<file path="src/sv/ptt_pkg.sv">
// ----------------------------------------------------------------------------
// ptt_pkg: shared types and codes of the periodic timer table
// Operation codes, result status codes and the layout of one table entry.
// ----------------------------------------------------------------------------
package ptt_pkg;

  localparam int SLOTS_DEF = 16;
  localparam int MAX_FIRE  = 16;

  localparam logic [1:0] FN_ADD_REP = 2'd0;
  localparam logic [1:0] FN_ADD_ONE = 2'd1;
  localparam logic [1:0] FN_REMOVE  = 2'd2;
  localparam logic [1:0] FN_TICK    = 2'd3;

  localparam logic [2:0] ST_ADDED    = 3'd0;
  localparam logic [2:0] ST_DUP      = 3'd1;
  localparam logic [2:0] ST_FULL     = 3'd2;
  localparam logic [2:0] ST_REMOVED  = 3'd3;
  localparam logic [2:0] ST_NOTFOUND = 3'd4;
  localparam logic [2:0] ST_FIRED    = 3'd5;
  localparam logic [2:0] ST_NONE     = 3'd6;

  typedef struct packed {
    logic [7:0]  key;
    logic        oneshot;
    logic [15:0] period;
    logic [31:0] due;
  } entry_t;

endpackage

</file>
<file path="src/sv/ptt_ram.sv">
// ----------------------------------------------------------------------------
// ptt_ram: generic single-port-write, single-port-read RAM
// One write and one read per cycle; read data is registered and holds
// while the read enable is low.
// ----------------------------------------------------------------------------
module ptt_ram #(
  parameter int WIDTH = 8,
  parameter int DEPTH = 16,
  localparam int AW = (DEPTH > 1) ? $clog2(DEPTH) : 1
) (
  input  logic             clk,
  input  logic             we,
  input  logic [AW-1:0]    waddr,
  input  logic [WIDTH-1:0] wdata,
  input  logic             re,
  input  logic [AW-1:0]    raddr,
  output logic [WIDTH-1:0] rdata
);

  logic [WIDTH-1:0] mem [DEPTH];

  always_ff @(posedge clk) begin
    if (we) begin
      mem[waddr] <= wdata;
    end
    if (re) begin
      rdata <= mem[raddr];
    end
  end

endmodule

</file>
<file path="src/sv/periodic_task_timer_table_core.sv">
// ----------------------------------------------------------------------------
// periodic_task_timer_table_core: table of periodic and one-shot timers
// Holds SLOTS timer entries in a RAM; each request adds, removes or ticks.
//
//   channel  direction  ports                                         beats
//   in_      request    func, task_key, period, now_time              1
//   out_     response   status, due_time, fired_key, fired_oneshot,   1..16
//                       last
//
// Each request runs from acceptance through the scan (one RAM read per cycle
// while not stalled, each slot evaluated in the cycle after its read, then a
// last scan step to see the end), S_DONE to write back and respond, and
// S_IDLE to accept the next one. Reset clears every valid bit; RAM contents
// are don't-care until written. A stalled output holds the scan when a tick
// fires another entry behind a full output register, and holds the final
// response until the output register frees.
// ----------------------------------------------------------------------------
module periodic_task_timer_table_core
  import ptt_pkg::*;
#(
  parameter int SLOTS = SLOTS_DEF
) (
  input  logic        clk,
  input  logic        rst_n,
  input  logic        in_valid,
  output logic        in_ready,
  input  logic [1:0]  in_func,
  input  logic [7:0]  in_task_key,
  input  logic [15:0] in_period,
  input  logic [31:0] in_now_time,
  output logic        out_valid,
  input  logic        out_ready,
  output logic [2:0]  out_status,
  output logic [31:0] out_due_time,
  output logic [7:0]  out_fired_key,
  output logic        out_fired_oneshot,
  output logic        out_last
);

  localparam int IW  = (SLOTS > 1) ? $clog2(SLOTS) : 1;
  localparam int CW  = $clog2(SLOTS + 1);
  localparam int FCW = $clog2(MAX_FIRE + 1);
  localparam int EW  = $bits(entry_t);
  localparam logic [CW-1:0]  SLOT_END = CW'(SLOTS);
  localparam logic [FCW-1:0] FIRE_CAP = FCW'(MAX_FIRE);

  typedef enum logic [2:0] {
    S_IDLE = 3'b001,
    S_SCAN = 3'b010,
    S_DONE = 3'b100
  } state_t;

  // Control state
  state_t          state_r, state_nxt;
  logic [CW-1:0]   rd_cnt_r, rd_cnt_nxt;     // next slot to read
  logic            ev_vld_r, ev_vld_nxt;     // a slot is under evaluation
  logic [IW-1:0]   ev_idx_r, ev_idx_nxt;
  logic            hit_r, hit_nxt;           // first valid key match seen
  logic [IW-1:0]   hit_idx_r, hit_idx_nxt;
  logic            free_r, free_nxt;         // first free slot seen
  logic [IW-1:0]   free_idx_r, free_idx_nxt;
  logic [FCW-1:0]  fire_cnt_r, fire_cnt_nxt;
  logic            p_vld_r, p_vld_nxt;       // held fired result
  logic            out_valid_r, out_valid_nxt;
  logic [SLOTS-1:0] valid_r;

  // Request and payload registers
  logic [1:0]  func_r, func_nxt;
  logic [7:0]  key_r, key_nxt;
  logic [15:0] per_r, per_nxt;
  logic [31:0] now_r, now_nxt;
  logic [31:0] p_due_r, p_due_nxt;
  logic [7:0]  p_key_r, p_key_nxt;
  logic        p_os_r, p_os_nxt;
  logic [2:0]  out_status_r, out_status_nxt;
  logic [31:0] out_due_r, out_due_nxt;
  logic [7:0]  out_key_r, out_key_nxt;
  logic        out_os_r, out_os_nxt;
  logic        out_last_r, out_last_nxt;

  // RAM interface
  logic            mem_we, mem_re;
  logic [IW-1:0]   mem_waddr;
  entry_t          mem_wdata, ev_q;
  logic [EW-1:0]   mem_rdata;

  // Valid bit updates
  logic            vset, vclr;
  logic [IW-1:0]   vset_idx, vclr_idx;

  // Evaluation stage
  logic        o_free, ev_slot_vld, key_hit, fire, stall, rd_more;
  logic [31:0] ev_new_due, add_due;

  ptt_ram #(
    .WIDTH(EW),
    .DEPTH(SLOTS)
  ) u_entry_ram (
    .clk  (clk),
    .we   (mem_we),
    .waddr(mem_waddr),
    .wdata(mem_wdata),
    .re   (mem_re),
    .raddr(rd_cnt_r[IW-1:0]),
    .rdata(mem_rdata)
  );

  assign ev_q        = entry_t'(mem_rdata);
  assign o_free      = !out_valid_r || out_ready;
  assign ev_slot_vld = valid_r[ev_idx_r];
  assign key_hit     = ev_vld_r && ev_slot_vld && (ev_q.key == key_r);
  assign ev_new_due  = now_r + {16'd0, ev_q.period};
  assign add_due     = now_r + {16'd0, per_r};
  assign rd_more     = (rd_cnt_r != SLOT_END);

  // A tick fires a valid entry that is due, up to the per-tick cap
  assign fire = (state_r == S_SCAN) && ev_vld_r && (func_r == FN_TICK) &&
                ev_slot_vld && (ev_q.due <= now_r) && (fire_cnt_r < FIRE_CAP);

  // Hold the scan when a new fire needs the held result moved but the output register is not free
  assign stall  = fire && p_vld_r && !o_free;
  assign mem_re = (state_r == S_SCAN) && !stall && rd_more;

  always_comb begin
    state_nxt      = state_r;
    rd_cnt_nxt     = rd_cnt_r;
    ev_vld_nxt     = ev_vld_r;
    ev_idx_nxt     = ev_idx_r;
    hit_nxt        = hit_r;
    hit_idx_nxt    = hit_idx_r;
    free_nxt       = free_r;
    free_idx_nxt   = free_idx_r;
    fire_cnt_nxt   = fire_cnt_r;
    p_vld_nxt      = p_vld_r;
    p_due_nxt      = p_due_r;
    p_key_nxt      = p_key_r;
    p_os_nxt       = p_os_r;
    func_nxt       = func_r;
    key_nxt        = key_r;
    per_nxt        = per_r;
    now_nxt        = now_r;
    out_valid_nxt  = out_valid_r && !out_ready;
    out_status_nxt = out_status_r;
    out_due_nxt    = out_due_r;
    out_key_nxt    = out_key_r;
    out_os_nxt     = out_os_r;
    out_last_nxt   = out_last_r;
    mem_we         = 1'b0;
    mem_waddr      = ev_idx_r;
    mem_wdata      = ev_q;
    vset           = 1'b0;
    vset_idx       = free_idx_r;
    vclr           = 1'b0;
    vclr_idx       = ev_idx_r;

    unique case (state_r)
      S_IDLE: begin
        if (in_valid) begin
          func_nxt     = in_func;
          key_nxt      = in_task_key;
          per_nxt      = in_period;
          now_nxt      = in_now_time;
          rd_cnt_nxt   = '0;
          ev_vld_nxt   = 1'b0;
          hit_nxt      = 1'b0;
          free_nxt     = 1'b0;
          fire_cnt_nxt = '0;
          p_vld_nxt    = 1'b0;
          state_nxt    = S_SCAN;
        end
      end

      S_SCAN: begin
        if (!stall) begin
          // Advance the read pointer; the slot read now is evaluated next
          ev_vld_nxt = rd_more;
          ev_idx_nxt = rd_cnt_r[IW-1:0];
          if (rd_more) begin
            rd_cnt_nxt = rd_cnt_r + 1'b1;
          end
          if (ev_vld_r) begin
            if (key_hit && !hit_r) begin
              hit_nxt     = 1'b1;
              hit_idx_nxt = ev_idx_r;
            end
            if (!ev_slot_vld && !free_r) begin
              free_nxt     = 1'b1;
              free_idx_nxt = ev_idx_r;
            end
            if (fire) begin
              fire_cnt_nxt = fire_cnt_r + 1'b1;
              // Release the previous fired result, not the last one
              if (p_vld_r) begin
                out_valid_nxt  = 1'b1;
                out_status_nxt = ST_FIRED;
                out_due_nxt    = p_due_r;
                out_key_nxt    = p_key_r;
                out_os_nxt     = p_os_r;
                out_last_nxt   = 1'b0;
              end
              p_vld_nxt     = 1'b1;
              p_due_nxt     = ev_new_due;
              p_key_nxt     = ev_q.key;
              p_os_nxt      = ev_q.oneshot;
              // Reload the due time; drop a one-shot entry
              mem_we        = 1'b1;
              mem_wdata.due = ev_new_due;
              vclr          = ev_q.oneshot;
            end
          end
          if (!ev_vld_r && !rd_more) begin
            state_nxt = S_DONE;
          end
        end
      end

      S_DONE: begin
        if (o_free) begin
          out_valid_nxt  = 1'b1;
          out_due_nxt    = '0;
          out_key_nxt    = '0;
          out_os_nxt     = 1'b0;
          out_last_nxt   = 1'b1;
          mem_waddr      = free_idx_r;
          mem_wdata.key     = key_r;
          mem_wdata.oneshot = (func_r == FN_ADD_ONE);
          mem_wdata.period  = (func_r == FN_ADD_ONE) ? 16'd0 : per_r;
          mem_wdata.due     = add_due;
          case (func_r)
            FN_ADD_REP, FN_ADD_ONE: begin
              if ((func_r == FN_ADD_REP) && hit_r) begin
                out_status_nxt = ST_DUP;
              end else if (!free_r) begin
                out_status_nxt = ST_FULL;
              end else begin
                out_status_nxt = ST_ADDED;
                out_due_nxt    = add_due;
                mem_we         = 1'b1;
                vset           = 1'b1;
              end
            end
            FN_REMOVE: begin
              vclr_idx = hit_idx_r;
              if (hit_r) begin
                out_status_nxt = ST_REMOVED;
                vclr           = 1'b1;
              end else begin
                out_status_nxt = ST_NOTFOUND;
              end
            end
            default: begin
              if (p_vld_r) begin
                out_status_nxt = ST_FIRED;
                out_due_nxt    = p_due_r;
                out_key_nxt    = p_key_r;
                out_os_nxt     = p_os_r;
              end else begin
                out_status_nxt = ST_NONE;
              end
            end
          endcase
          p_vld_nxt = 1'b0;
          state_nxt = S_IDLE;
        end
      end

      default: begin
        state_nxt = S_IDLE;
      end
    endcase
  end

  always_ff @(posedge clk) begin
    if (!rst_n) begin
      state_r     <= S_IDLE;
      rd_cnt_r    <= '0;
      ev_vld_r    <= 1'b0;
      ev_idx_r    <= '0;
      hit_r       <= 1'b0;
      hit_idx_r   <= '0;
      free_r      <= 1'b0;
      free_idx_r  <= '0;
      fire_cnt_r  <= '0;
      p_vld_r     <= 1'b0;
      out_valid_r <= 1'b0;
      valid_r     <= '0;
    end else begin
      state_r     <= state_nxt;
      rd_cnt_r    <= rd_cnt_nxt;
      ev_vld_r    <= ev_vld_nxt;
      ev_idx_r    <= ev_idx_nxt;
      hit_r       <= hit_nxt;
      hit_idx_r   <= hit_idx_nxt;
      free_r      <= free_nxt;
      free_idx_r  <= free_idx_nxt;
      fire_cnt_r  <= fire_cnt_nxt;
      p_vld_r     <= p_vld_nxt;
      out_valid_r <= out_valid_nxt;
      if (vclr) begin
        valid_r[vclr_idx] <= 1'b0;
      end
      if (vset) begin
        valid_r[vset_idx] <= 1'b1;
      end
    end
  end

  always_ff @(posedge clk) begin
    func_r       <= func_nxt;
    key_r        <= key_nxt;
    per_r        <= per_nxt;
    now_r        <= now_nxt;
    p_due_r      <= p_due_nxt;
    p_key_r      <= p_key_nxt;
    p_os_r       <= p_os_nxt;
    out_status_r <= out_status_nxt;
    out_due_r    <= out_due_nxt;
    out_key_r    <= out_key_nxt;
    out_os_r     <= out_os_nxt;
    out_last_r   <= out_last_nxt;
  end

  assign in_ready          = (state_r == S_IDLE);
  assign out_valid         = out_valid_r;
  assign out_status        = out_status_r;
  assign out_due_time      = out_due_r;
  assign out_fired_key     = out_key_r;
  assign out_fired_oneshot = out_os_r;
  assign out_last          = out_last_r;

`ifndef ASSERT_OFF
  // A stall keeps the same slot under evaluation
  a_stall_hold: assert property (@(posedge clk) disable iff (!rst_n)
    stall |=> (ev_vld_r && $stable(ev_idx_r)))
    else $error("evaluation slot changed during a stall");

  // Only fired results may be followed by more results of the same request
  a_single_last: assert property (@(posedge clk) disable iff (!rst_n)
    (out_valid_r && (out_status_r != ST_FIRED)) |-> out_last_r)
    else $error("non-fired result without last");

  // No held fired result survives the end of a request
  a_idle_clean: assert property (@(posedge clk) disable iff (!rst_n)
    (state_r == S_IDLE) |-> !p_vld_r)
    else $error("held fired result left over in idle");

  // Fire count stays within the per-tick cap
  a_fire_cap: assert property (@(posedge clk) disable iff (!rst_n)
    fire_cnt_r <= FIRE_CAP)
    else $error("fire count above cap");
`endif

endmodule
</file>
<file path="config.mk">
export PLATFORM = sky130hd
export DESIGN_NAME = periodic_task_timer_table_core
export DESIGN_NICKNAME = d
export VERILOG_FILES = /design/src/sv/ptt_pkg.sv /design/src/sv/ptt_ram.sv /design/src/sv/periodic_task_timer_table_core.sv
export SDC_FILE = /design/constraint.sdc
export NUM_CORES = 1
export LEC_CHECK = 0
export BUFFER_PORTS_ARGS = -buffer_cell sky130_fd_sc_hd__buf_2
export CAP_MARGIN = 20
export CORE_ASPECT_RATIO = 2
export CORE_MARGIN = 1
export CORE_UTILIZATION = 45
export CTS_BUF_LIST = sky130_fd_sc_hd__clkbuf_4 sky130_fd_sc_hd__clkbuf_8 sky130_fd_sc_hd__clkbuf_16
export CTS_CLUSTER_SIZE = 40
export DETAILED_ROUTE_END_ITERATION = 7
export PLACE_DENSITY = 0.71
export SYNTH_ARGS = -nofsm -noshare
export SYNTH_HDL_FRONTEND = slang
export SYNTH_SLANG_ARGS = --single-unit
</file>
<file path="constraint.sdc">
create_clock -name clk -period 6.1 [get_ports clk]
set_input_delay 0.305 -clock clk [delete_from_list [all_inputs] [get_ports clk]]
set_output_delay 0.305 -clock clk [all_outputs]
set_load 0.005 [all_outputs]
</file>
==> reports/metrics.yaml <==
outcome: "complete, no violations"
cell_area_after_synthesis_um2: 47250
fin_tns_setup_ns: 0
final_period_minus_worst_setup_slack_ns: 5.107
postLayoutSetupSlackWorst_ns: 0.9926
synthesis.nets: 2604
cp-end-kind: "flop"
wl_per_cell_um: 30.67
layout_commonest_cell: "sky130_fd_sc_hd__edfxtp_1"
ffs_w_async_s_r_synth: 0
worst-path-max-fanout: 51
design_area_um2: 53640
cts_max_path_buffers: 3
seq_area_frac_synth: 0.7268
htree_num_levels: 3
placementRows: 167
worst-r2r-cell-count: 12
groute.usage.overall: 0.2417
finalHoldViolCount: 0
critPathLaunch: "now_r[1]"
drtPass1Iterations: 5
synth_enable_flop_cells: 1113
netlist_instances: 2473
postCtsResizedCells: 0
final_setup_fails: 0
clock_slew_seen_by_the_registers_of_the_worst_setup_and_hold_paths_ns: 0.07
wire_length_of_the_first_global_routing_pass_um: 181400
detail_route.wirelength_um: 126100
flow.area_growth_from_synthesis_pct: 13.52
timing_max_transition_violations_final: 0
kind_of_critical_path: "reg -> reg"
design.die.area_um2: 106400
finClkSkew_ns: 0.02730
crit-reg2reg-launch: "now_r[1]"
clkLatencyLatePin_ns: 0.72
dp_hpwl_um: 77710
dieHeight_um: 460.3
hold_path_class: "in -> reg"
critPathLaunchType: "flop"
min_period_over_period: 0.8373
placer_congestion: 0.9336
number_of_routed_nets_with_antenna_violations: 0
yosys_register_bits: 1159
ctsRootBufferMaster: "sky130_fd_sc_hd__clkbuf_16"
drt-vias-per-instance: 6.137
critical_path_required_ns: 6.48
remaining_global_route_overflow: 0
place.port_buffers: 108
cts_tree: "yes"
final_net_count: 2807
core_region_area_um2: 103800
drive_above_1_share: 0.2399
worstReg2RegEnd: "u_entry_ram.mem[12][20]"
ratio_of_total_power_to_cell_area_nw_per_um2: 296.5
first_iter_violations: 2646
rsz_0062_raised_after_global_routing: "no"
worst_pin_slew_ns: 1.193
post_synth.cell_area_avg_um2: 19.11
most-common-layout-cells: "sky130_fd_sc_hd__edfxtp_1 (1113), sky130_fd_sc_hd__mux4_2 (287), sky130_fd_sc_hd__nand2_1 (159)"
cts_buffers: 96
crit_end: "u_entry_ram.mem[12][20]"
placed_cell_area_um2: 49810
dpl_worst_slack_ns: 1.274
post-cts-setup-buffers: 0
start_util: 0.4550
worstPathArrival_ns: 5.49
routed-via-count: 25240
max_freq_mhz: 195.8
number_of_max_cap_violations: 0
synth-warning-count: 0
p_leak_nw: 16.94
yosys_most_used_dff: "sky130_fd_sc_hd__edfxtp_1"
vias_in_the_first_global_route: 25811
setup.reg_to_reg.worst_slack_ns: 0.99
maxSlewHeadroom: 0.1971
vdd_ir_drop_max_v: 0.0002124
clock_sinks: 1159
number_of_drc_violations_after_detailed_routing: 0
largest_net_degree_at_the_start_of_global_routing: 126
boundaryPins: 109
antenna_violations_before_repair: 4
yosysUniqueCellTypes: 81
die-width_um: 231.1
-- critical path: stages, from the launching register on --
cell and delay (ns):
sky130_fd_sc_hd__edfxtp_1 0.50, sky130_fd_sc_hd__inv_1 0.08, sky130_fd_sc_hd__ha_1 0.29, sky130_fd_sc_hd__nand4_1 0.16
sky130_fd_sc_hd__nor4_1 1.04, sky130_fd_sc_hd__and2_1 0.29, sky130_fd_sc_hd__a21oi_4 0.07, sky130_fd_sc_hd__nor4_4 0.36
sky130_fd_sc_hd__buf_4 0.66, sky130_fd_sc_hd__nor2_2 0.26, sky130_fd_sc_hd__buf_4 0.34, sky130_fd_sc_hd__a211oi_1 0.28
sky130_fd_sc_hd__a21bo_1 0.40
-- per-stage QoR --
stage,util,instances,hold slack (ns),total power (W)
after floorplan,-,2473,0.4039,0.009461
after global placement,0.4793,3866,0.4517,0.009732
after detailed placement,0.4796,3868,0.4581,0.009737
after CTS,0.5160,4107,0.04590,0.01601
after global routing,0.5165,4112,0.09381,0.01634
final,0.5165,4113,0.08895,0.01591
-- layout make-up --
type / instances / area (µm²)
Clock inverter: 73 / 684.4
Inverter: 44 / 165.2
Fill cell: 8024 / 50210
Antenna cell: 2 / 5.005
Timing Repair Buffer: 221 / 1790
Tap cell: 1352 / 1692
Multi-Input combinational cell: 1154 / 12430
Sequential cell: 1159 / 34360
Clock buffer: 108 / 2510
-- power by group --
group	total [W]	switching [W]	internal [W]
sequential	0.00876	0.0000689	0.00869
combinational	0.000830	0.000456	0.000374
clock	0.00632	0.00290	0.00342
-- synthesized netlist by cell type, drive strengths merged (11+ instances only) --
library cell  count  area share
dfxtp            46       0.019
a21o             19      0.0030
nand3            24      0.0025
xnor2            46      0.0085
a211oi           14      0.0022
clkbuf           70      0.0056
nand2b           12      0.0016
nor3             22      0.0029
a21boi           21      0.0033
buf              46      0.0046
nor2b            18      0.0024
inv              44      0.0035
a21oi            47      0.0052
nand4            14      0.0020
edfxtp         1113        0.71
o21a             11      0.0017
nand2           163       0.013
a22o             28      0.0052
a221o            11      0.0023
xor2             18      0.0033
mux2i            18      0.0043
nor2             84      0.0067
mux4            289        0.14
ha               67       0.018
and2             17      0.0023
o21ai            94       0.010
-- per-layer routing --
layer / up-vias / global-route usage / routed length [µm]
met5: - / 0 / 13
met4: 2 / 0.09404 / 4784
met3: 242 / 0.03236 / 7404
met2: 1111 / 0.4291 / 66740
met1: 13400 / 0.2975 / 47210
li1: 10485 / - / -
-- logic make-up after synthesis --
group           Yosys count  synth area share
buf+inv                 160           0.01364
xor+xnor                 64           0.01186
compound gates          309           0.04491
mux                     309            0.1427
fa+ha+maj                69           0.01859
flops                  1159            0.7268
simple gates            403           0.04147
-- how the worst min path moves through the flow --
stage / cells past startpoint / startpoint / endpoint
finish: 3 / out_ready / out_valid
global route: 3 / out_ready / out_valid
CTS: 3 / out_ready / out_valid
detailed placement: 2 / fire_cnt_r[4] / fire_cnt_r[4]
global placement: 2 / fire_cnt_r[4] / fire_cnt_r[4]
floorplan: 0 / in_func[0] / func_r[0]
-- registers in the layout (all words and copies together) (netlist names), 16 cells and up --
register           count
u_entry_ram.mem      912
per_r                 16
now_r                 32
valid_r               16
p_due_r               32
out_due_time          32
u_entry_ram.rdata     57
-- timing repair --
item / in CTS / in global routing
endpoints found under the setup margin: 0 / 0
endpoints found under the hold margin: 58 / 0
hold buffers: 58 / 0
No activity file was read; power rests on OpenSTA's default activity.
